===== src/hw/rtl/ecr_pkg.sv =====
// Types, codes and constants of the ellipse fit residual checker.
// No dependencies; used by every other file of the block but assert_macros.svh.
`timescale 1ns / 1ps

package ecr_pkg;

  // Configuration register indexes
  localparam logic [2:0] REG_CENTER_X  = 3'd0;
  localparam logic [2:0] REG_CENTER_Y  = 3'd1;
  localparam logic [2:0] REG_WIDTH     = 3'd2;
  localparam logic [2:0] REG_HEIGHT    = 3'd3;
  localparam logic [2:0] REG_ANGLE     = 3'd4;
  localparam logic [2:0] REG_MAX_ERROR = 3'd5;

  localparam int CFG_IDX_W  = 3;
  localparam int CFG_DATA_W = 32;

  // Angle handling, 1/256 degree units
  localparam logic [16:0] FULL_TURN    = 17'd92160;
  localparam logic [16:0] QUARTER_TURN = 17'd23040;
  localparam logic [16:0] HALF_TURN    = 17'd46080;
  localparam logic [16:0] THREE_QUART  = 17'd69120;

  localparam int CORDIC_STEPS = 16;
  localparam logic signed [32:0] CORDIC_GAIN_Q30 = 33'sd652032874;

  localparam logic signed [17:0] TRIG_ONE = 18'sd65536;
  localparam logic [31:0] UNIT_Q16   = 32'd65536;
  localparam logic [39:0] SUM_MAX    = 40'hFF_FFFF_FFFF;
  localparam logic [30:0] RATIO_SAT  = 31'h7FFF_FFFF;

  // Sequencer states
  typedef enum logic [3:0] {
    S_IDLE,
    S_MUL,
    S_DIVP,
    S_DIVQ,
    S_SQR,
    S_EMUL,
    S_ACC,
    S_CMP
  } ecr_state_t;

  // Operation of the shared divide / square root unit
  typedef enum logic {
    OP_DIV,
    OP_SQRT
  } ecr_op_t;

  typedef struct packed {
    logic    start;
    ecr_op_t op;
  } ecr_unit_cmd_t;

  // Arctangent of 2^-i in 1/65536 degree
  function automatic logic [21:0] atan_q(input logic [3:0] idx);
    logic [21:0] v;
    case (idx)
      4'd0:    v = 22'd2949120;
      4'd1:    v = 22'd1740967;
      4'd2:    v = 22'd919879;
      4'd3:    v = 22'd466945;
      4'd4:    v = 22'd234379;
      4'd5:    v = 22'd117304;
      4'd6:    v = 22'd58666;
      4'd7:    v = 22'd29335;
      4'd8:    v = 22'd14668;
      4'd9:    v = 22'd7334;
      4'd10:   v = 22'd3667;
      4'd11:   v = 22'd1833;
      4'd12:   v = 22'd917;
      4'd13:   v = 22'd458;
      4'd14:   v = 22'd229;
      default: v = 22'd115;
    endcase
    return v;
  endfunction

endpackage


===== src/hw/rtl/ecr_divsqrt.sv =====
// Shared radix-2 unit: saturating divide (31 quotient bits) or 64-bit integer square root.
// Depends on ecr_pkg (command struct, operation codes).
`timescale 1ns / 1ps

module ecr_divsqrt #(
  parameter int NUMW = 41
) (
  input  logic                  clk,
  input  logic                  rst_n,
  input  ecr_pkg::ecr_unit_cmd_t cmd,
  input  logic [NUMW-1:0]       num,
  input  logic [19:0]           den,
  input  logic [63:0]           rad,
  output logic                  done,
  output logic [31:0]           result
);
  import ecr_pkg::*;

  localparam int HIW = NUMW - 31;

  logic [35:0] rem_r, rem_nxt;
  logic [63:0] sh_r, sh_nxt;
  logic [31:0] root_r, root_nxt;
  logic [19:0] den_r, den_nxt;
  ecr_op_t     op_r, op_nxt;
  logic [5:0]  cnt_r, cnt_nxt;
  logic        busy_r, busy_nxt;
  logic        done_r, done_nxt;

  logic [HIW-1:0] num_hi;
  logic [37:0]    opa, opb, diff;
  logic           ge;

  assign num_hi = num[NUMW-1:31];

  // One shared compare-subtract serves both operations
  always_comb begin
    if (op_r == OP_DIV) begin
      opa = 38'({rem_r[19:0], sh_r[63]});
      opb = 38'(den_r);
    end else begin
      opa = {rem_r, sh_r[63:62]};
      opb = 38'({root_r, 2'b01});
    end
    ge   = opa >= opb;
    diff = opa - opb;
  end

  always_comb begin
    rem_nxt  = rem_r;
    sh_nxt   = sh_r;
    root_nxt = root_r;
    den_nxt  = den_r;
    op_nxt   = op_r;
    cnt_nxt  = cnt_r;
    busy_nxt = busy_r;
    done_nxt = 1'b0;
    if (cmd.start) begin
      op_nxt   = cmd.op;
      den_nxt  = den;
      root_nxt = '0;
      busy_nxt = 1'b1;
      if (cmd.op == OP_DIV) begin
        rem_nxt = 36'(num_hi);
        sh_nxt  = {num[30:0], 33'd0};
        cnt_nxt = 6'd31;
        // quotient would not fit 31 bits: saturate at once
        if (21'(num_hi) >= 21'(den)) begin
          root_nxt = 32'(RATIO_SAT);
          cnt_nxt  = 6'd0;
        end
      end else begin
        rem_nxt = '0;
        sh_nxt  = rad;
        cnt_nxt = 6'd32;
      end
    end else if (busy_r) begin
      if (cnt_r == 6'd0) begin
        busy_nxt = 1'b0;
        done_nxt = 1'b1;
      end else begin
        rem_nxt  = ge ? diff[35:0] : opa[35:0];
        root_nxt = {root_r[30:0], ge};
        sh_nxt   = (op_r == OP_DIV) ? {sh_r[62:0], 1'b0} : {sh_r[61:0], 2'b00};
        cnt_nxt  = cnt_r - 6'd1;
      end
    end
  end

  always_ff @(posedge clk) begin
    if (!rst_n) begin
      busy_r <= 1'b0;
      done_r <= 1'b0;
      cnt_r  <= '0;
    end else begin
      busy_r <= busy_nxt;
      done_r <= done_nxt;
      cnt_r  <= cnt_nxt;
    end
  end

  always_ff @(posedge clk) begin
    rem_r  <= rem_nxt;
    sh_r   <= sh_nxt;
    root_r <= root_nxt;
    den_r  <= den_nxt;
    op_r   <= op_nxt;
  end

  assign done   = done_r;
  assign result = root_r;

endmodule


===== config.mk =====
export PLATFORM = sky130hd
export DESIGN_NAME = ecr_divsqrt
export DESIGN_NICKNAME = d
export VERILOG_FILES = /design/src/hw/rtl/ecr_pkg.sv /design/src/hw/rtl/ecr_divsqrt.sv
export SDC_FILE = /design/constraint.sdc
export NUM_CORES = 1
export LEC_CHECK = 0
export ABC_AREA = 1
export BUFFER_PORTS_ARGS = -buffer_cell sky130_fd_sc_hd__buf_4
export CORE_ASPECT_RATIO = 0.9
export CORE_MARGIN = 5
export CORE_UTILIZATION = 35
export DETAILED_ROUTE_END_ITERATION = 12
export PLACE_DENSITY = 0.58
export SLEW_MARGIN = 25
export SYNTH_ARGS = -nofsm -noshare
export SYNTH_HDL_FRONTEND = slang
export SYNTH_SLANG_ARGS = --single-unit

===== constraint.sdc =====
create_clock -name clk -period 7 [get_ports clk]
set_input_delay 1.4 -clock clk [delete_from_list [all_inputs] [get_ports clk]]
set_output_delay 1.4 -clock clk [all_outputs]
set_load 0.005 [all_outputs]

* Word-level counts from Yosys, hierarchy flattened
Index checks and enable logic that the tools add are counted.
** Operators by class
- $add $sub $neg :: 2
- Order comparisons :: 2
- Eq/ne operators :: 1
- Muxes and demuxes :: 26
- Bitwise logic cells :: 2
- Reduce and logical (&&, ||, !) cells :: 4
** Operator list (number)
- two-way mux 64 bit :: 5
- two-way mux 36 bit :: 4
- two-way mux 32 bit :: 3
- two-way mux 31 bit :: 2
- >= comparator 38 x 34 -> 1 bit :: 1
- two-way mux 38 bit :: 1
- subtractor 36 bit :: 1
- two-way mux 34 bit :: 1
- two-way mux 6 bit :: 4
- >= comparator 10 x 20 -> 1 bit :: 1
- two-way mux 10 bit :: 1
- logical NOT 6 bit :: 1
- subtractor 6 x 1 -> 6 bit, second input constant :: 1
- two-way mux 5 bit :: 1
- two-way mux 1 bit :: 4
- OR reduction 3 bit :: 1
- != test 2 bit, second input constant :: 1
- inverter 1 bit :: 2
- AND reduction 2 bit :: 1
- nonzero test 2 bit :: 1
** Word-level totals
- Flip-flop bits (word level) :: 161
- Input bits :: 129

* Depth between registers and ports, before layout
- Word-level depth :: 6
- Mapped depth :: 22
- Depth with buffers taken out :: 19

* Worst setup path after synthesis
OpenSTA, ideal clock, no wires.
- Path type :: input to register
- Start point :: input cmd[1] (netlist name)
- End point :: register rem_r[0], enable pin
- Library setup time :: 1.278 ns
- Arrival time :: 4.193 ns
- Slack :: 1.529 ns
- Stages :: 3
- Path buffers :: 1
- Cells stage by stage :: buf_2 -> nor2_1 -> clkinv_1
** Between the ends
- Cells in the longest elaborated chain, start to end :: 2
- Elaborated cells on any way between the ends :: 3
- Those cells by class :: 1 x eq/ne; 2 x reduce/logical
** Ends and longest elaborated chain
- from (decl) :: RTL line ecr_divsqrt.sv:10 : input ecr_pkg::ecr_unit_cmd_t cmd,
- != test 2 bit (no source line) / nonzero test 2 bit (equally long branches)
- AND reduction 2 bit (no source line) (*)
- to (signal assigned) :: RTL line ecr_divsqrt.sv:103 : rem_r <= rem_nxt;
- to (decl) :: RTL line ecr_divsqrt.sv:21 : logic [35:0] rem_r, rem_nxt;
Mark *: on every way between the ends. The rest lies on a longest branch, timed or not.
A chain may end at the register's enable or synchronous reset.

* Worst setup path in the final report
- Start point :: register op_r
- End point :: register rem_r[23], data pin
** Between the ends
- Cells in the longest elaborated chain, start to end :: 6
- Elaborated cells on any way between the ends :: 8
- Those cells by class :: 1 x add/sub; 1 x order compare; 6 x mux
** Ends and longest elaborated chain
- from (decl) :: RTL line ecr_divsqrt.sv:25 : ecr_op_t op_r, op_nxt;
- from (signal assigned) :: RTL line ecr_divsqrt.sv:107 : op_r <= op_nxt;
- two-way mux 38 bit / two-way mux 34 bit (equally long branches) :: RTL line ecr_divsqrt.sv:38 : if (op_r == OP_DIV) begin
- subtractor 36 bit / >= comparator 38 x 34 -> 1 bit (equally long branches) :: RTL line ecr_divsqrt.sv:46, ecr_divsqrt.sv:45
- two-way mux 36 bit (*) :: RTL line ecr_divsqrt.sv:82 : rem_nxt = ge ? diff[35:0] : opa[35:0];
- two-way mux 36 bit (*) :: RTL line ecr_divsqrt.sv:78 : if (cnt_r == 6'd0) begin
- two-way mux 36 bit (*) :: RTL line ecr_divsqrt.sv:77 : end else if (busy_r) begin
- two-way mux 36 bit (*) :: RTL line ecr_divsqrt.sv:58 : if (cmd.start) begin
Mark *: on every way between the ends. The rest lies on a longest branch, timed or not. The select of a mux whose other input is x is not followed.

==> flow_metrics.tcl <==
set metrics [dict create \
    syn-instance-count 1558 \
    slew_headroom 0.351 \
    postRouteAntennaNets 0 \
    power_leakage_nw 6.45 \
    synthToLayoutAreaGrowth_pct 18.4 \
    crit_type "register to register" \
    fp.dieW_um 200 \
    clkTransAtPathRegs_ps 70 \
    cts_tree "built" \
    fin_nets 1854 \
    clock_latency_ps 450 \
    synth_top_area_frac 0.405 \
    core_area_um2 32000 \
    numCtsBuffers 17 \
    synth_enable_flop_cells 153 \
    dieArea_um2 36100 \
    seqPwrFrac 0.326 \
    clock_skew_ps 14.8 \
    cts_sinks 161 \
    multi_input_area_um2 5480 \
    synth_top_area_cell "edfxtp_1" \
    required_ps 7190 \
    cap_violations 0 \
    async_flop_share 0 \
    syn_area_per_cell_um2 7.28 \
    diodes 0 \
    gp_congestion 0.950 \
    worstMarginPinSlew_ps 973 \
    power_density_nw_per_um2 312 \
    combPwrFrac 0.447 \
    drt_iter0_markers 798 \
    root_buffer "clkbuf_16" \
    drt_first_pass_iters 5 \
    setup_violations 0 \
    track_usage 0.191 \
    cts-resized-gates 0 \
    pre_cts_slack_ps 2030 \
    seqCellArea_um2 4750 \
    internal_power_mw 2.44 \
    synth.area.top_cells "edfxtp_1 40%, nand2_1 14%, nor2_1 7.7%" \
    vias 10576 \
    grt-ovfl-total 0 \
    grt_first_pass_wirelength_mm 55.3 \
    worst_slack_ps 1960 \
    routed_wl_mm 34.9 \
    hold_class "register to register" \
    postCtsSetupBuffers 0 \
    pin_count 162 \
    max_clock_freq_mhz 198 \
    grt_max_degree 105 \
    initial_utilization 0.355 \
    fillers 3354 \
    rows 62 \
    clockBufferDepth 2 \
    dp_hpwl_mm 25.4 \
    io_buffers 161 \
    yosysMostFrequentCell "nand2_1" \
    final-max-slew-violation-count 0 \
    synth_warnings 0 \
    ys_seq_elements 161 \
    endpoint_kind "register" \
    start_kind "register" \
    antenna_found_initial 0 \
    rsz0062_at_grt "no" \
    ys_types 36 \
    cp_max_fo 64 \
    fin_setup_tns_ps 0 \
    min_period_ps 5040 \
    syn_area_um2 11300 \
    ir_worst_vdd_v 0.000198 \
    drc 0 \
    crit_arrival_ps 5230 \
    syn_nets 1734 \
    fin_crit_sh 0.720 \
    synth-main-ff-cell "edfxtp_1" \
    clkPwrFrac 0.227 \
    drive_above_1_share 0.142 \
    wl_per_cell_um 16.5 \
    status "completed" \
    yosysSeqAreaShare 0.419 \
    grt_pass1_vias 10196 \
    hold_viol 0 \
    ctsHoldBuffers 0 \
    ctsHtreeMaxLevel 4 \
    yosys-top-cells-count "425 x nand2_1, 233 x nor2_1, 209 x inv_1" \
    p_switching_mw 1.76 \
    viasPerCell 5.02 \
    fp.dieH_um 181 \
    switching_share 0.419 \
]
## worst max-delay path: stages (launching register included)
cell and delay (ps):
edfxtp_1 410, buf_4 310, inv_2 320, buf_4 620, o21ai_0 260, ha_1 390
nand2_1 120, nor2_2 160, nand2_2 80, nor2_1 110, nand2_1 70, nand3_2 100
nand3_2 410, nand2_2 870, inv_4 260, nor2_1 170, nor2_1 60
## flip-flops by register name (all words and copies together), names as in the netlist
register / count
done: 1
op_r: 1
busy_r: 1
sh_r: 64
den_r: 20
rem_r: 36
cnt_r: 6
result: 32
## per-layer routing
layer | share of wire | wire length [µm] | vias up | global-route usage
met2 | 0.44 | 15500 | 256 | 0.291
met1 | 0.49 | 17100 | 4965 | 0.286
met4 | 0.018 | 626 | 0 | 0.0473
li1 | - | - | 5320 | -
met3 | 0.047 | 1630 | 35 | 0.0291
met5 | 0 | 0 | - | 0
## final cells by class
cell class                      instances  area share
Timing Repair Buffer                  172      0.0970
Clock inverter                         14      0.0111
Clock buffer                           18      0.0319
Sequential cell                       161       0.354
Multi-Input combinational cell       1114       0.408
Inverter                              212      0.0598
Tap cell                              416      0.0387
## per-stage QoR
| step | utilization | total power, mW | std cells | area, µm² | hold slack, ps |
|---|---|---|---|---|---|
| floorplan | - | 2.74 | 1558 | 11300 | 444 |
| global placement | 0.402 | 3.23 | 2074 | 12800 | 457 |
| detailed placement | 0.402 | 3.24 | 2074 | 12800 | 462 |
| CTS | 0.420 | 4.20 | 2106 | 13400 | 472 |
| global route | 0.420 | 4.52 | 2107 | 13400 | 496 |
| finish | 0.420 | 4.19 | 2107 | 13400 | 466 |
## final timing paths
kind,from,end,slack (ps),cells after the start
worst max register to register,op_r,rem_r[23],1960,16
worst max-delay path,op_r,rem_r[23],1960,16
worst min register to register,busy_r,done,470,2
worst min-delay path,busy_r,done,470,2
## placed cells by master (no fill, tap or decap), types with 30 or more instances in the layout
cell      count
o21ai_0      85
ha_1         46
nand3_1     142
nor2_1      232
inv_1       208
nand2_1     425
o311ai_0     30
edfxtp_1    153
buf_4       171
a21oi_1      32
o31ai_1      31
## power by group through the flow
stage	Combinational [mW]	Clock (mW)	Sequential [mW]
after floorplan	1.37	0	1.37
after global placement	1.85	0	1.39
after detailed placement	1.85	0	1.39
after CTS	1.86	0.968	1.37
after global routing	2.12	1.01	1.39
final	1.87	0.951	1.37
## cells by family (layout without fill, tap and decap cells)
logic type	after synthesis	count (layout)	share of synthesized area
compound gates	193	193	0.104
xor+xnor	20	20	0.0154
flops	161	161	0.419
buf+inv	283	416	0.0990
fa+ha+maj	47	47	0.0525
simple gates	854	854	0.310
Power figures use the tool's default switching activity.
