$ cat config.mk
export PLATFORM = sky130hd
export DESIGN_NAME = ecr_cordic
export DESIGN_NICKNAME = d
export VERILOG_FILES = /design/src/hw/rtl/ecr_pkg.sv /design/src/hw/rtl/ecr_cordic.sv
export SDC_FILE = /design/constraint.sdc
export NUM_CORES = 1
export LEC_CHECK = 0
export ABC_AREA = 0
export CAP_MARGIN = 0
export CORE_MARGIN = 2
export CORE_UTILIZATION = 43
export DETAILED_ROUTE_END_ITERATION = 10
export DONT_BUFFER_PORTS = 1
export GPL_TIMING_DRIVEN = 0
export PLACE_DENSITY_LB_ADDON = 0.1
export SETUP_SLACK_MARGIN = 0.1
export SLEW_MARGIN = 20
export SYNTH_ARGS = -nofsm -noshare
export SYNTH_HDL_FRONTEND = slang
export SYNTH_SLANG_ARGS = --single-unit
$ cat constraint.sdc
create_clock -name clk -period 10 [get_ports clk]
set_clock_uncertainty 0.1 [all_clocks]
set_input_delay 1 -clock clk [delete_from_list [all_inputs] [get_ports clk]]
set_output_delay 1 -clock clk [all_outputs]
set_load 0.02 [all_outputs]
$ cat src/hw/rtl/ecr_pkg.sv
// Types, codes and constants of the ellipse fit residual checker.
// No dependencies; used by every other file of the block but assert_macros.svh.
`timescale 1ns / 1ps

package ecr_pkg;

  // Configuration register indexes
  localparam logic [2:0] REG_CENTER_X  = 3'd0;
  localparam logic [2:0] REG_CENTER_Y  = 3'd1;
  localparam logic [2:0] REG_WIDTH     = 3'd2;
  localparam logic [2:0] REG_HEIGHT    = 3'd3;
  localparam logic [2:0] REG_ANGLE     = 3'd4;
  localparam logic [2:0] REG_MAX_ERROR = 3'd5;

  localparam int CFG_IDX_W  = 3;
  localparam int CFG_DATA_W = 32;

  // Angle handling, 1/256 degree units
  localparam logic [16:0] FULL_TURN    = 17'd92160;
  localparam logic [16:0] QUARTER_TURN = 17'd23040;
  localparam logic [16:0] HALF_TURN    = 17'd46080;
  localparam logic [16:0] THREE_QUART  = 17'd69120;

  localparam int CORDIC_STEPS = 16;
  localparam logic signed [32:0] CORDIC_GAIN_Q30 = 33'sd652032874;

  localparam logic signed [17:0] TRIG_ONE = 18'sd65536;
  localparam logic [31:0] UNIT_Q16   = 32'd65536;
  localparam logic [39:0] SUM_MAX    = 40'hFF_FFFF_FFFF;
  localparam logic [30:0] RATIO_SAT  = 31'h7FFF_FFFF;

  // Sequencer states
  typedef enum logic [3:0] {
    S_IDLE,
    S_MUL,
    S_DIVP,
    S_DIVQ,
    S_SQR,
    S_EMUL,
    S_ACC,
    S_CMP
  } ecr_state_t;

  // Operation of the shared divide / square root unit
  typedef enum logic {
    OP_DIV,
    OP_SQRT
  } ecr_op_t;

  typedef struct packed {
    logic    start;
    ecr_op_t op;
  } ecr_unit_cmd_t;

  // Arctangent of 2^-i in 1/65536 degree
  function automatic logic [21:0] atan_q(input logic [3:0] idx);
    logic [21:0] v;
    case (idx)
      4'd0:    v = 22'd2949120;
      4'd1:    v = 22'd1740967;
      4'd2:    v = 22'd919879;
      4'd3:    v = 22'd466945;
      4'd4:    v = 22'd234379;
      4'd5:    v = 22'd117304;
      4'd6:    v = 22'd58666;
      4'd7:    v = 22'd29335;
      4'd8:    v = 22'd14668;
      4'd9:    v = 22'd7334;
      4'd10:   v = 22'd3667;
      4'd11:   v = 22'd1833;
      4'd12:   v = 22'd917;
      4'd13:   v = 22'd458;
      4'd14:   v = 22'd229;
      default: v = 22'd115;
    endcase
    return v;
  endfunction

endpackage

$ cat src/hw/rtl/ecr_cordic.sv
// Iterative CORDIC that turns the ellipse angle into Q16 sine and cosine.
// Depends on ecr_pkg (arctangent table, gain, angle constants).
`timescale 1ns / 1ps

module ecr_cordic (
  input  logic               clk,
  input  logic               rst_n,
  input  logic               start,
  input  logic [16:0]        angle,
  output logic               busy,
  output logic signed [17:0] sine,
  output logic signed [17:0] cosine
);
  import ecr_pkg::*;

  logic signed [32:0] x_r, x_nxt, y_r, y_nxt;
  logic signed [24:0] z_r, z_nxt;
  logic [1:0]         quad_r, quad_nxt;
  logic [4:0]         cnt_r, cnt_nxt;
  logic               busy_r, busy_nxt;
  logic signed [17:0] sin_r, sin_nxt, cos_r, cos_nxt;

  logic [16:0]        a_red, a_rem;
  logic [1:0]         a_quad;
  logic signed [32:0] xs, ys;
  logic signed [24:0] atan_s;
  logic signed [17:0] c_rnd, s_rnd;

  // Round a Q30 value half away from zero to Q16, clamped to one
  function automatic logic signed [17:0] rnd_q16(input logic signed [32:0] v);
    logic [32:0] mag;
    logic [32:0] rm;
    logic [17:0] cl;
    mag = v[32] ? 33'(-v) : 33'(v);
    rm  = (mag + 33'd8192) >> 14;
    cl  = (rm > 33'd65536) ? 18'd65536 : rm[17:0];
    return v[32] ? -signed'(cl) : signed'(cl);
  endfunction

  // Angle reduction to quadrant plus remainder
  always_comb begin
    a_red = (angle >= FULL_TURN) ? angle - FULL_TURN : angle;
    if (a_red >= THREE_QUART) begin
      a_quad = 2'd3;
      a_rem  = a_red - THREE_QUART;
    end else if (a_red >= HALF_TURN) begin
      a_quad = 2'd2;
      a_rem  = a_red - HALF_TURN;
    end else if (a_red >= QUARTER_TURN) begin
      a_quad = 2'd1;
      a_rem  = a_red - QUARTER_TURN;
    end else begin
      a_quad = 2'd0;
      a_rem  = a_red;
    end
  end

  assign xs     = x_r >>> cnt_r[3:0];
  assign ys     = y_r >>> cnt_r[3:0];
  assign atan_s = signed'(25'(atan_q(cnt_r[3:0])));
  assign c_rnd  = rnd_q16(x_r);
  assign s_rnd  = rnd_q16(y_r);

  // Rotation steps and final quadrant fix-up
  always_comb begin
    x_nxt    = x_r;
    y_nxt    = y_r;
    z_nxt    = z_r;
    quad_nxt = quad_r;
    cnt_nxt  = cnt_r;
    busy_nxt = busy_r;
    sin_nxt  = sin_r;
    cos_nxt  = cos_r;
    if (start) begin
      x_nxt    = CORDIC_GAIN_Q30;
      y_nxt    = '0;
      z_nxt    = signed'({a_rem, 8'd0});
      quad_nxt = a_quad;
      cnt_nxt  = '0;
      busy_nxt = 1'b1;
    end else if (busy_r) begin
      if (cnt_r == 5'(CORDIC_STEPS)) begin
        busy_nxt = 1'b0;
        case (quad_r)
          2'd0: begin
            cos_nxt = c_rnd;
            sin_nxt = s_rnd;
          end
          2'd1: begin
            cos_nxt = -s_rnd;
            sin_nxt = c_rnd;
          end
          2'd2: begin
            cos_nxt = -c_rnd;
            sin_nxt = -s_rnd;
          end
          default: begin
            cos_nxt = s_rnd;
            sin_nxt = -c_rnd;
          end
        endcase
      end else begin
        if (!z_r[24]) begin
          x_nxt = x_r - ys;
          y_nxt = y_r + xs;
          z_nxt = z_r - atan_s;
        end else begin
          x_nxt = x_r + ys;
          y_nxt = y_r - xs;
          z_nxt = z_r + atan_s;
        end
        cnt_nxt = cnt_r + 5'd1;
      end
    end
  end

  // Reset loads a run on angle zero, so the trig values come out of the same rotation
  always_ff @(posedge clk) begin
    if (!rst_n) begin
      busy_r <= 1'b1;
      cnt_r  <= '0;
      sin_r  <= '0;
      cos_r  <= TRIG_ONE;
      x_r    <= CORDIC_GAIN_Q30;
      y_r    <= '0;
      z_r    <= '0;
      quad_r <= '0;
    end else begin
      busy_r <= busy_nxt;
      cnt_r  <= cnt_nxt;
      sin_r  <= sin_nxt;
      cos_r  <= cos_nxt;
      x_r    <= x_nxt;
      y_r    <= y_nxt;
      z_r    <= z_nxt;
      quad_r <= quad_nxt;
    end
  end

  assign busy   = busy_r;
  assign sine   = sin_r;
  assign cosine = cos_r;

endmodule

Word-level counts from Yosys, hierarchy flattened --
Memory sizes are Yosys's and may differ from the RTL's. A register that Yosys moved wholly into a read port is not among the register bits. Cells that the tools add are included. Widths: inputs -> output; s select.
Word-level totals: register bits after elaboration 135, ROM bits 352, input bits 20, bits in latches 0, output and inout bits 37, word-level logic and storage cells 75, memories kept 1, memory bits (writable) 0
Operators by class: bitwise gates (word level) 3, shift-type cells 2, order comparisons 6, $add $sub $neg 19, equal/unequal tests 4, multiply operators 0, div/mod/pow operators 0, multiplexer cells 25, reduce and logical (&&, ||, !) cells 6
Memory list:
- (name not given) | depth 16, bits a word 22, rd ports 1, clocked after memory_dff 1, wr ports 0, line ecr_pkg.sv:58 | case (idx)
Operators with widths (count):
- $mux 33 | 4
- $pmux 18 s3 | 2
- $mux 25 | 4
- $mux 18 | 4
- $neg 18->18 | 4
- $mux 17 | 4
- $add 33x14->33 const B | 2
- $add 33x33->33 | 2
- $neg 33->33 | 2
- $sshr 33x4->33 | 2
- $sub 33x33->33 | 2
- $gt 19x17->1 const B | 2
- $ge 17x17->1 const B | 2
- $sub 17x17->17 const B | 2
- $add 25x23->25 | 1
- $sub 25x23->25 | 1
- $ge 17x15->1 const B | 1
- $ge 17x16->1 const B | 1
- $sub 17x15->17 const B | 1
- $sub 17x16->17 const B | 1
- $mux 4 | 2
- $add 5x1->5 const B | 1
- $eq 5x5->1 const B | 1
- $mux 2 | 2
- other kinds (10) | 15

Longest topological paths before layout --
Gate-level depths: netlist of run 1.
word-level depth 9, mapped depth 36, gate-level depth less buffers 29

Least setup slack after synthesis of run 1 --
No wires, ideal clock.
path type register to register, start register y_r[32], end register cos_r[16] (netlist: cosine[16]), path buffers 9, library setup time 87 ps, clock period less this slack 8573 ps, data required time 9813 ps, stages on the path, launching flop included 34, slack 1427 ps, data arrival time 8386 ps, cell sequence dfxtp_1 -> buf_2 -> buf_1 -> clkbuf_1 -> clkbuf_1 -> clkbuf_1 -> buf_2 -> buf_1 -> nand2_1 -> xnor2_1 -> ha_1 -> clkbuf_1 -> inv_1 -> or3_1 -> mux2_2 -> a22oi_1 -> and4_1 -> clkbuf_1 -> a211o_1 -> xor2_1 -> a41oi_1 -> nor2_1 -> nand2_1 -> ha_1 -> nor4b_1 -> nand4_1 -> o311a_1 -> o211ai_2 -> o311ai_2 -> or2_4 -> or4_4 -> mux2i_1 -> a311o_1 -> o31ai_1
On the way: cells in the longest elaborated chain, start to end 9
RTL lines:
- start: declaration | line ecr_cordic.sv:16 | logic signed [32:0] x_r, x_nxt, y_r, y_nxt;
- start signal: assignment | line ecr_cordic.sv:134 | y_r <= y_nxt;
- $neg 33->33 | line ecr_cordic.sv:34 | mag = v[32] ? 33'(-v) : 33'(v);
- $mux 33 | line ecr_cordic.sv:34
- $add 33x14->33 | line ecr_cordic.sv:35 | rm = (mag + 33'd8192) >> 14;
- $gt 19x17->1 | line ecr_cordic.sv:36 | cl = (rm > 33'd65536) ? 18'd65536 : rm[17:0];
- $mux 18 | line ecr_cordic.sv:36
- $neg 18->18 | line ecr_cordic.sv:37 | return v[32] ? -signed'(cl) : signed'(cl);
- $mux 18 (*) | line ecr_cordic.sv:37
- $neg 18->18 | line ecr_cordic.sv:90 | cos_nxt = -s_rnd;
- $pmux 18 s3 (*) | line ecr_cordic.sv:84 | case (quad_r)
- end signal: assignment | line ecr_cordic.sv:132 | cos_r <= cos_nxt;
- end: declaration | line ecr_cordic.sv:21 | logic signed [17:0] sin_r, sin_nxt, cos_r, cos_nxt;
Mark *: on every way between the ends. The rest lies on a longest branch, timed or not. A chain may end at the register's enable or synchronous reset.

Worst setup path after layout of run 1 --
Same ends and word-level chain as after synthesis.

==> run summary, run 1 <==
Worst slew margin relative to its limit - 16.6%
Pwr per Cell Area - 387 nW/um2
Root Buffer - sky130_fd_sc_hd__clkbuf_16
Setup violation total in the final timing report - 0
Proportion of power drawn by flip-flops and latches - 10.8%
Reg2reg path depth - 32
Sink Count - 157
Wire length of the first global-routing pass - 128,000 um
Slew at the pin closest to its max-slew limit - 1.23 ns
Type of the most critical hold path - reg2reg
Psw - 4.88 mW
Reg-to-Reg Start - y_r[32]
Number of distinct library cell variants in the gate-level netlist after synthesis - 110
Final ANT Viol Nets - 0
Die Span Y - 227 um
Switching share of power - 55.0%
EDFF count, synth - 0
Cell at the slowest stage of the critical path - sky130_fd_sc_hd__or4_4
Clock buffers created by TritonCTS - 17
Worst path arrival time - 9.83 ns
Per-cell routed wire length - 23.9 um
Mean Syn Cell Area - 7.54 um2
Final Instance Count excl. Fillers - 3,537
Number of vias per cell after detailed routing - 6.47
Standard cell core area - 49,100 um2
Largest net degree at the start of global routing - 20
Clock transition at the register clock pins on the worst setup and hold paths after CTS - 0.08 ns
Highest cell delay on the worst timing path - 0.57 ns
FMAX - 105 MHz
HPWL after DPL - 66,100 um
Clk Latency, worst-skew pair - 0.51 ns
Deepest clock path buffer count - 2
Setup repair after global routing missed its margin - no
Initial antenna violation count - 0
Required @ worst endpoint - 10.31 ns
Hold EP - z_r[4]
Startpoint Class - flip-flop
Post-layout total power - 8.88 mW
Number of global-route vias before repair - 21,300
Count of nets after finishing - 2,995
Worst-path maximum fanout - 19
Final min period - 9.52 ns
Run status - finished, final reports clean
Part of the Yosys area used for sequential elements - 14.7%
Max Cap Violations - 0
WS Path Type - reg2reg
Kind of capture point of the worst setup path - flip-flop
Summed instance area of the synthesized netlist - 21,400 um2
Post-Syn Instances - 2,836
Biggest area contributors in the synthesized netlist - sky130_fd_sc_hd__dfxtp_1, sky130_fd_sc_hd__mux4_2, sky130_fd_sc_hd__ha_1, sky130_fd_sc_hd__xnor2_1, sky130_fd_sc_hd__nand2_1
CP most frequent cell - sky130_fd_sc_hd__clkbuf_2
Most used standard cells in the synthesized netlist - sky130_fd_sc_hd__nand2_1, sky130_fd_sc_hd__nor2_1, sky130_fd_sc_hd__a21oi_1
Worst Hold Path Cells - 2
Area taken by flip-flops and latches - 3140 um2
Placer congestion estimate - 0.993
Total grt overflow - 0
Number of remaining DRC errors - 0
Overall die width - 227 um
H-tree Lvls - 4
Num ports - 57
Worst reg2reg path endpoint - cosine[16]
Share of final-layout standard cells stronger than drive strength 1 - 9.68%
Placed cell count - 3,500
Row cnt - 81
Die footprint - 51,600 um2
VDD IR-drop max - 0.000190 V
Share of flip-flops with an asynchronous set or reset after synthesis - 0%
Synthesized Nets - 2,972
Warning count from the yosys run - 0
Dominant cell by count in the synthesized netlist - sky130_fd_sc_hd__nand2_1
Clock tree from TritonCTS - done
Final slew viol count - 0
Initial core utilization - 43.6%
Clock group share of total power - 8.1%
Hold Violations, Final - 0
Cell-internal power - 3.99 mW
Portion of the clock cycle consumed by the worst path in the final layout - 95.2%
Buffers on Ports - 0
Startpoint of the worst hold path - z_r[4]
Filler cell count in the final layout - 5,074
Vias - 22,900
Total detailed-routing wirelength - 84,500 um
Standby leakage power - 8.54 nW
Comb pwr share - 81.1%
Main synth FF type - sky130_fd_sc_hd__dfxtp_1
FF-to-FF setup slack - 0.48 ns
Synth area leader - sky130_fd_sc_hd__dfxtp_1
Total iterations of the first detailed-routing run - 5
Synth top area share - 14.7%
Area occupied by multi-input gates - 17,200 um2
Number of storage elements in the synthesis netlist - 157
Aggregate global-route resource usage - 32.6%
DRT iter0 DRCs - 2,213
Area Growth Syn to Fin - 7.30%
## worst max path at each step
stage,start,end,slack (ns),cells past startpoint
2_1_floorplan,y_r[32],cosine[16],1.43,33
3_3_place_gp,y_r[32],sine[17],-1.44,34
3_5_place_dp,y_r[32],sine[17],-1.54,34
4_1_cts,y_r[32],cosine[16],0.11,32
5_1_grt,y_r[32],cosine[16],0.07,32
6_report,y_r[32],cosine[16],0.48,32
## stage by stage
stage / TNS [ns] / instance area, um2 / hold slack [ns] / setup WS, ns / util (%)
6_report: 0 / 23000 / 0.359 / 0.480 / 46.8
5_1_grt: 0 / 23000 / 0.394 / 0.0729 / 46.8
4_1_cts: 0 / 22900 / 0.363 / 0.114 / 46.6
3_5_place_dp: -22.87 / 22200 / 0.352 / -1.54 / 45.3
3_3_place_gp: -19.29 / 22200 / 0.346 / -1.44 / 45.3
2_1_floorplan: 0 / 21400 / 0.336 / 1.43 / -
## cells by family (layout without fill, tap and decap cells)
kind of cell,Yosys count,in the layout,share of synthesized area [%]
AOI/OAI and AO/OA,793,793,24.9
xor gates and xnor gates,244,244,10.0
adders and majority gates,117,117,6.94
buffers and inverters,283,319,5.13
DFF,157,157,14.7
muxes,182,182,13.7
other,0,1,0
and+or+nand+nor,1060,1060,24.7
## layout by cell type, fill, tap and decap left out, types with 11 or more instances in the layout
master / n
sky130_fd_sc_hd__a21oi_1: 219
sky130_fd_sc_hd__nor2_1: 248
sky130_fd_sc_hd__o21bai_1: 11
sky130_fd_sc_hd__clkbuf_16: 17
sky130_fd_sc_hd__nor4_1: 23
sky130_fd_sc_hd__buf_2: 11
sky130_fd_sc_hd__mux4_2: 85
sky130_fd_sc_hd__xnor2_1: 143
sky130_fd_sc_hd__clkbuf_1: 143
sky130_fd_sc_hd__buf_1: 28
sky130_fd_sc_hd__nand4_1: 30
sky130_fd_sc_hd__o211ai_1: 32
sky130_fd_sc_hd__o31ai_1: 32
sky130_fd_sc_hd__xor2_1: 100
sky130_fd_sc_hd__nand3_1: 75
sky130_fd_sc_hd__a2111oi_0: 11
sky130_fd_sc_hd__nor3_1: 83
sky130_fd_sc_hd__or4_1: 13
sky130_fd_sc_hd__nand2_1: 326
sky130_fd_sc_hd__dfxtp_1: 157
sky130_fd_sc_hd__inv_1: 81
sky130_fd_sc_hd__ha_1: 112
sky130_fd_sc_hd__a211o_1: 12
sky130_fd_sc_hd__mux2i_1: 64
sky130_fd_sc_hd__a31oi_1: 49
sky130_fd_sc_hd__a211oi_1: 31
sky130_fd_sc_hd__nor2b_1: 29
sky130_fd_sc_hd__o22ai_1: 16
sky130_fd_sc_hd__mux2_2: 33
sky130_fd_sc_hd__a22o_1: 11
sky130_fd_sc_hd__nand2b_1: 28
sky130_fd_sc_hd__a21o_1: 28
sky130_fd_sc_hd__o21ai_0: 140
sky130_fd_sc_hd__or2_2: 29
sky130_fd_sc_hd__and3_1: 40
sky130_fd_sc_hd__or3_1: 28
sky130_fd_sc_hd__o21a_1: 21
sky130_fd_sc_hd__and2_1: 34
sky130_fd_sc_hd__a41oi_1: 12
## power groups by stage
stage               sequential [mW]  combinational, mW  clock, mW
floorplan                     0.887               5.36          0
CTS                           0.946               7.00      0.735
global route                  0.969               7.87      0.752
finish                        0.954               7.20      0.720
detailed placement            0.959               6.95          0
global placement              0.957               6.86          0
## layout make-up
class                   instances  area share, %
flip-flops and latches        157           13.7
plain buffers                 194           3.38
multi-input cells            2396           75.0
well taps                     664           3.62
repair buffers                  6          0.196
inverters                      87           1.42
clock inverters                15          0.839
diodes                          1         0.0109
clock buffers                  17           1.85
## flip-flops by register name, indices dropped and copies added (netlist names)
name    cells
z_r        25
quad_r      2
atan_s     22
cnt_r       5
busy        1
sine       18
x_r        33
cosine     18
y_r        33
## routing by layer
layer / wire [um] / track usage (%) / part of all wire [%]
met2: 39100 / 53.9 / 46
met4: 3340 / 13.7 / 3.9
met1: 36100 / 42.4 / 43
met5: 0 / 0 / 0
met3: 5900 / 4.81 / 7.0
## critical path, delay by kind of cell (launching register included)
family                     cells  cell delay [ns]
AOI/OAI and AO/OA              8             2.44
xor gates and xnor gates       2             0.35
adders and majority gates      2             0.48
buffers and inverters          9             2.61
DFF                            1             0.37
muxes                          2             0.47
and+or+nand+nor                9             2.57
## timing repair
item	4_1_cts	5_1_grt
setup buffers	0	6
gates cloned	0	0
gates resized for setup	12	12
pin swaps	0	2
hold buffers	0	0
setup endpoints to repair	31	28
No activity file was read; power rests on OpenSTA's default activity.
==> run 2, diff against run 1 <==
Settings changed: CTS_BUF_LIST set to sky130_fd_sc_hd__clkbuf_8.
==> run 2 against run 1 <==
  * Via count barely moved
  * Combinational power barely moved
  * Global-route usage barely moved
  * Power fell by 1.8%
  * Sequential share of layout area rose by 0.11 points
  * Routed wire length barely moved
  * Setup slack improved by 0.045 ns
  * Design area fell by 0.79%
  * Utilization fell by 0.37 points
  * Critical path depth did not move
==> run summary, run 2 (same netlist as run 1, synthesis figures left out) <==
Buffer and inverter count on the worst path - 9
Share of final-layout standard cells stronger than drive strength 1 - 9.71%
Initial antenna violation count - 0
Clock buffers created by TritonCTS - 17
Reg2reg path depth - 32
Worst slew margin relative to its limit - 18.4%
Count of nets after finishing - 2,995
DRT iter0 DRCs - 2,165
Vias - 22,900
Top Registers - x_r x33, y_r x33, z_r x25
Startpoint Class - flip-flop
Required @ worst endpoint - 10.39 ns
Max Cap Violations - 0
Highest cell delay on the worst timing path - 0.58 ns
FF-to-FF setup slack - 0.53 ns
WS Path Type - reg2reg
Final slew viol count - 0
Number of vias per cell after detailed routing - 6.47
Cell at the slowest stage of the critical path - sky130_fd_sc_hd__or4_4
Hold EP - z_r[4]
Run status - finished, final reports clean
Path length in cells of the critical path - 32
Aggregate global-route resource usage - 32.6%
Clock transition at the register clock pins on the worst setup and hold paths after CTS - 0.11 ns
Setup repair after global routing missed its margin - no
Portion of the clock cycle consumed by the worst path in the final layout - 94.7%
Reg-to-Reg Start - y_r[32]
Number of remaining DRC errors - 0
Total detailed-routing wirelength - 84,500 um
Row cnt - 81
Buffers on Ports - 0
Worst path arrival time - 9.86 ns
Hold Violations, Final - 0
CP most frequent cell - sky130_fd_sc_hd__clkbuf_2
Final Instance Count excl. Fillers - 3,538
Final cell area excluding filler cells - 22,800 um2
Die footprint - 51,600 um2
Startpoint of the worst hold path - z_r[4]
Setup violation total in the final timing report - 0
Placed cell count - 3,500
Worst-path maximum fanout - 19
Initial core utilization - 43.6%
Standby leakage power - 8.45 nW
Pwr per Cell Area - 383 nW/um2
Instance area after placement - 22,200 um2
Number of global-route vias before repair - 21,300
Filler cell count in the final layout - 5,088
HPWL after DPL - 66,100 um
Placer congestion estimate - 0.993
Area Growth Syn to Fin - 6.45%
Largest delay contributor family on the critical path - buffers and inverters
Top library cells by usage in the layout, fill and taps aside - sky130_fd_sc_hd__nand2_1, sky130_fd_sc_hd__nor2_1, sky130_fd_sc_hd__a21oi_1
Worst Hold Path Cells - 2
Clock tree from TritonCTS - done
Final min period - 9.47 ns
Worst reg2reg path endpoint - cosine[16]
Die Span Y - 227 um
Final ANT Viol Nets - 0
Overall die width - 227 um
Total iterations of the first detailed-routing run - 7
VDD IR-drop max - 0.000185 V
Post-Route Hold Slack - 0.364 ns
Deepest clock path buffer count - 2
FMAX - 106 MHz
Num ports - 57
H-tree Lvls - 4
Standard cell core area - 49,100 um2
Per-cell routed wire length - 23.9 um
Wire length of the first global-routing pass - 128,000 um
Sink Count - 157
Root Buffer - sky130_fd_sc_hd__clkbuf_8
Clk Latency, worst-skew pair - 0.59 ns
Largest net degree at the start of global routing - 20
Kind of capture point of the worst setup path - flip-flop
Slew at the pin closest to its max-slew limit - 1.21 ns
Total grt overflow - 0
Type of the most critical hold path - reg2reg
Quantity of hold-fixing buffers added after cts - 0
Most common cell after layout, fill and taps aside - sky130_fd_sc_hd__nand2_1
run 2: final cells by class:
type	count	area [um2]	share of cell area (%)
plain buffers	194	777	3.41
clock inverters	15	193	0.846
repair buffers	6	45.0	0.198
diodes	2	5.00	0.0220
clock buffers	17	234	1.03
well taps	664	831	3.65
flip-flops and latches	157	3140	13.8
inverters	87	327	1.43
multi-input cells	2396	17200	75.6
run 2: metal layers:
metal | track usage, % | part of all wire [%] | vias up
met2 | 54.0 | 47 | 929
met5 | 0 | 0 | -
li1 | - | - | 10600
met4 | 13.3 | 3.8 | 0
met3 | 4.81 | 6.7 | 155
met1 | 42.5 | 43 | 11200
run 2: how the worst max path moves through the flow:
stage,startpoint,to,slack (ns)
floorplan,y_r[32],cosine[16],1.43
global placement,y_r[32],sine[17],-1.44
detailed placement,y_r[32],sine[17],-1.54
CTS,y_r[32],sine[15],0.20
global route,y_r[32],cosine[16],0.10
finish,y_r[32],cosine[16],0.53
run 2: power breakdown:
group | internal, mW | switching [mW] | total, mW
logic | 2.85 | 4.36 | 7.22
clock network | 0.235 | 0.318 | 0.553
registers | 0.761 | 0.191 | 0.952
total | 3.85 | 4.87 | 8.72
run 2: per-stage QoR:
| step | TNS [ns] | setup slack (ns) | util (%) | power (mW) |
|---|---|---|---|---|
| detailed placement | -22.87 | -1.54 | 45.3 | 7.90 |
| global route | 0 | 0.105 | 46.4 | 9.42 |
| finish | 0 | 0.525 | 46.4 | 8.72 |
| global placement | -19.29 | -1.44 | 45.3 | 7.82 |
| CTS | 0 | 0.195 | 46.2 | 8.52 |
| floorplan | 0 | 1.43 | - | 6.25 |
run 2: tightest hold or removal path, stage by stage (launching register included):
cell and delay (ns):
sky130_fd_sc_hd__dfxtp_1 0.33, sky130_fd_sc_hd__nand2_1 0.05, sky130_fd_sc_hd__a21oi_1 0.05
run 2: timing repair:
item | in CTS | in global routing
setup buffers | 0 | 6
pin swaps | 0 | 2
resized for setup | 13 | 12
setup endpoints to repair | 32 | 28
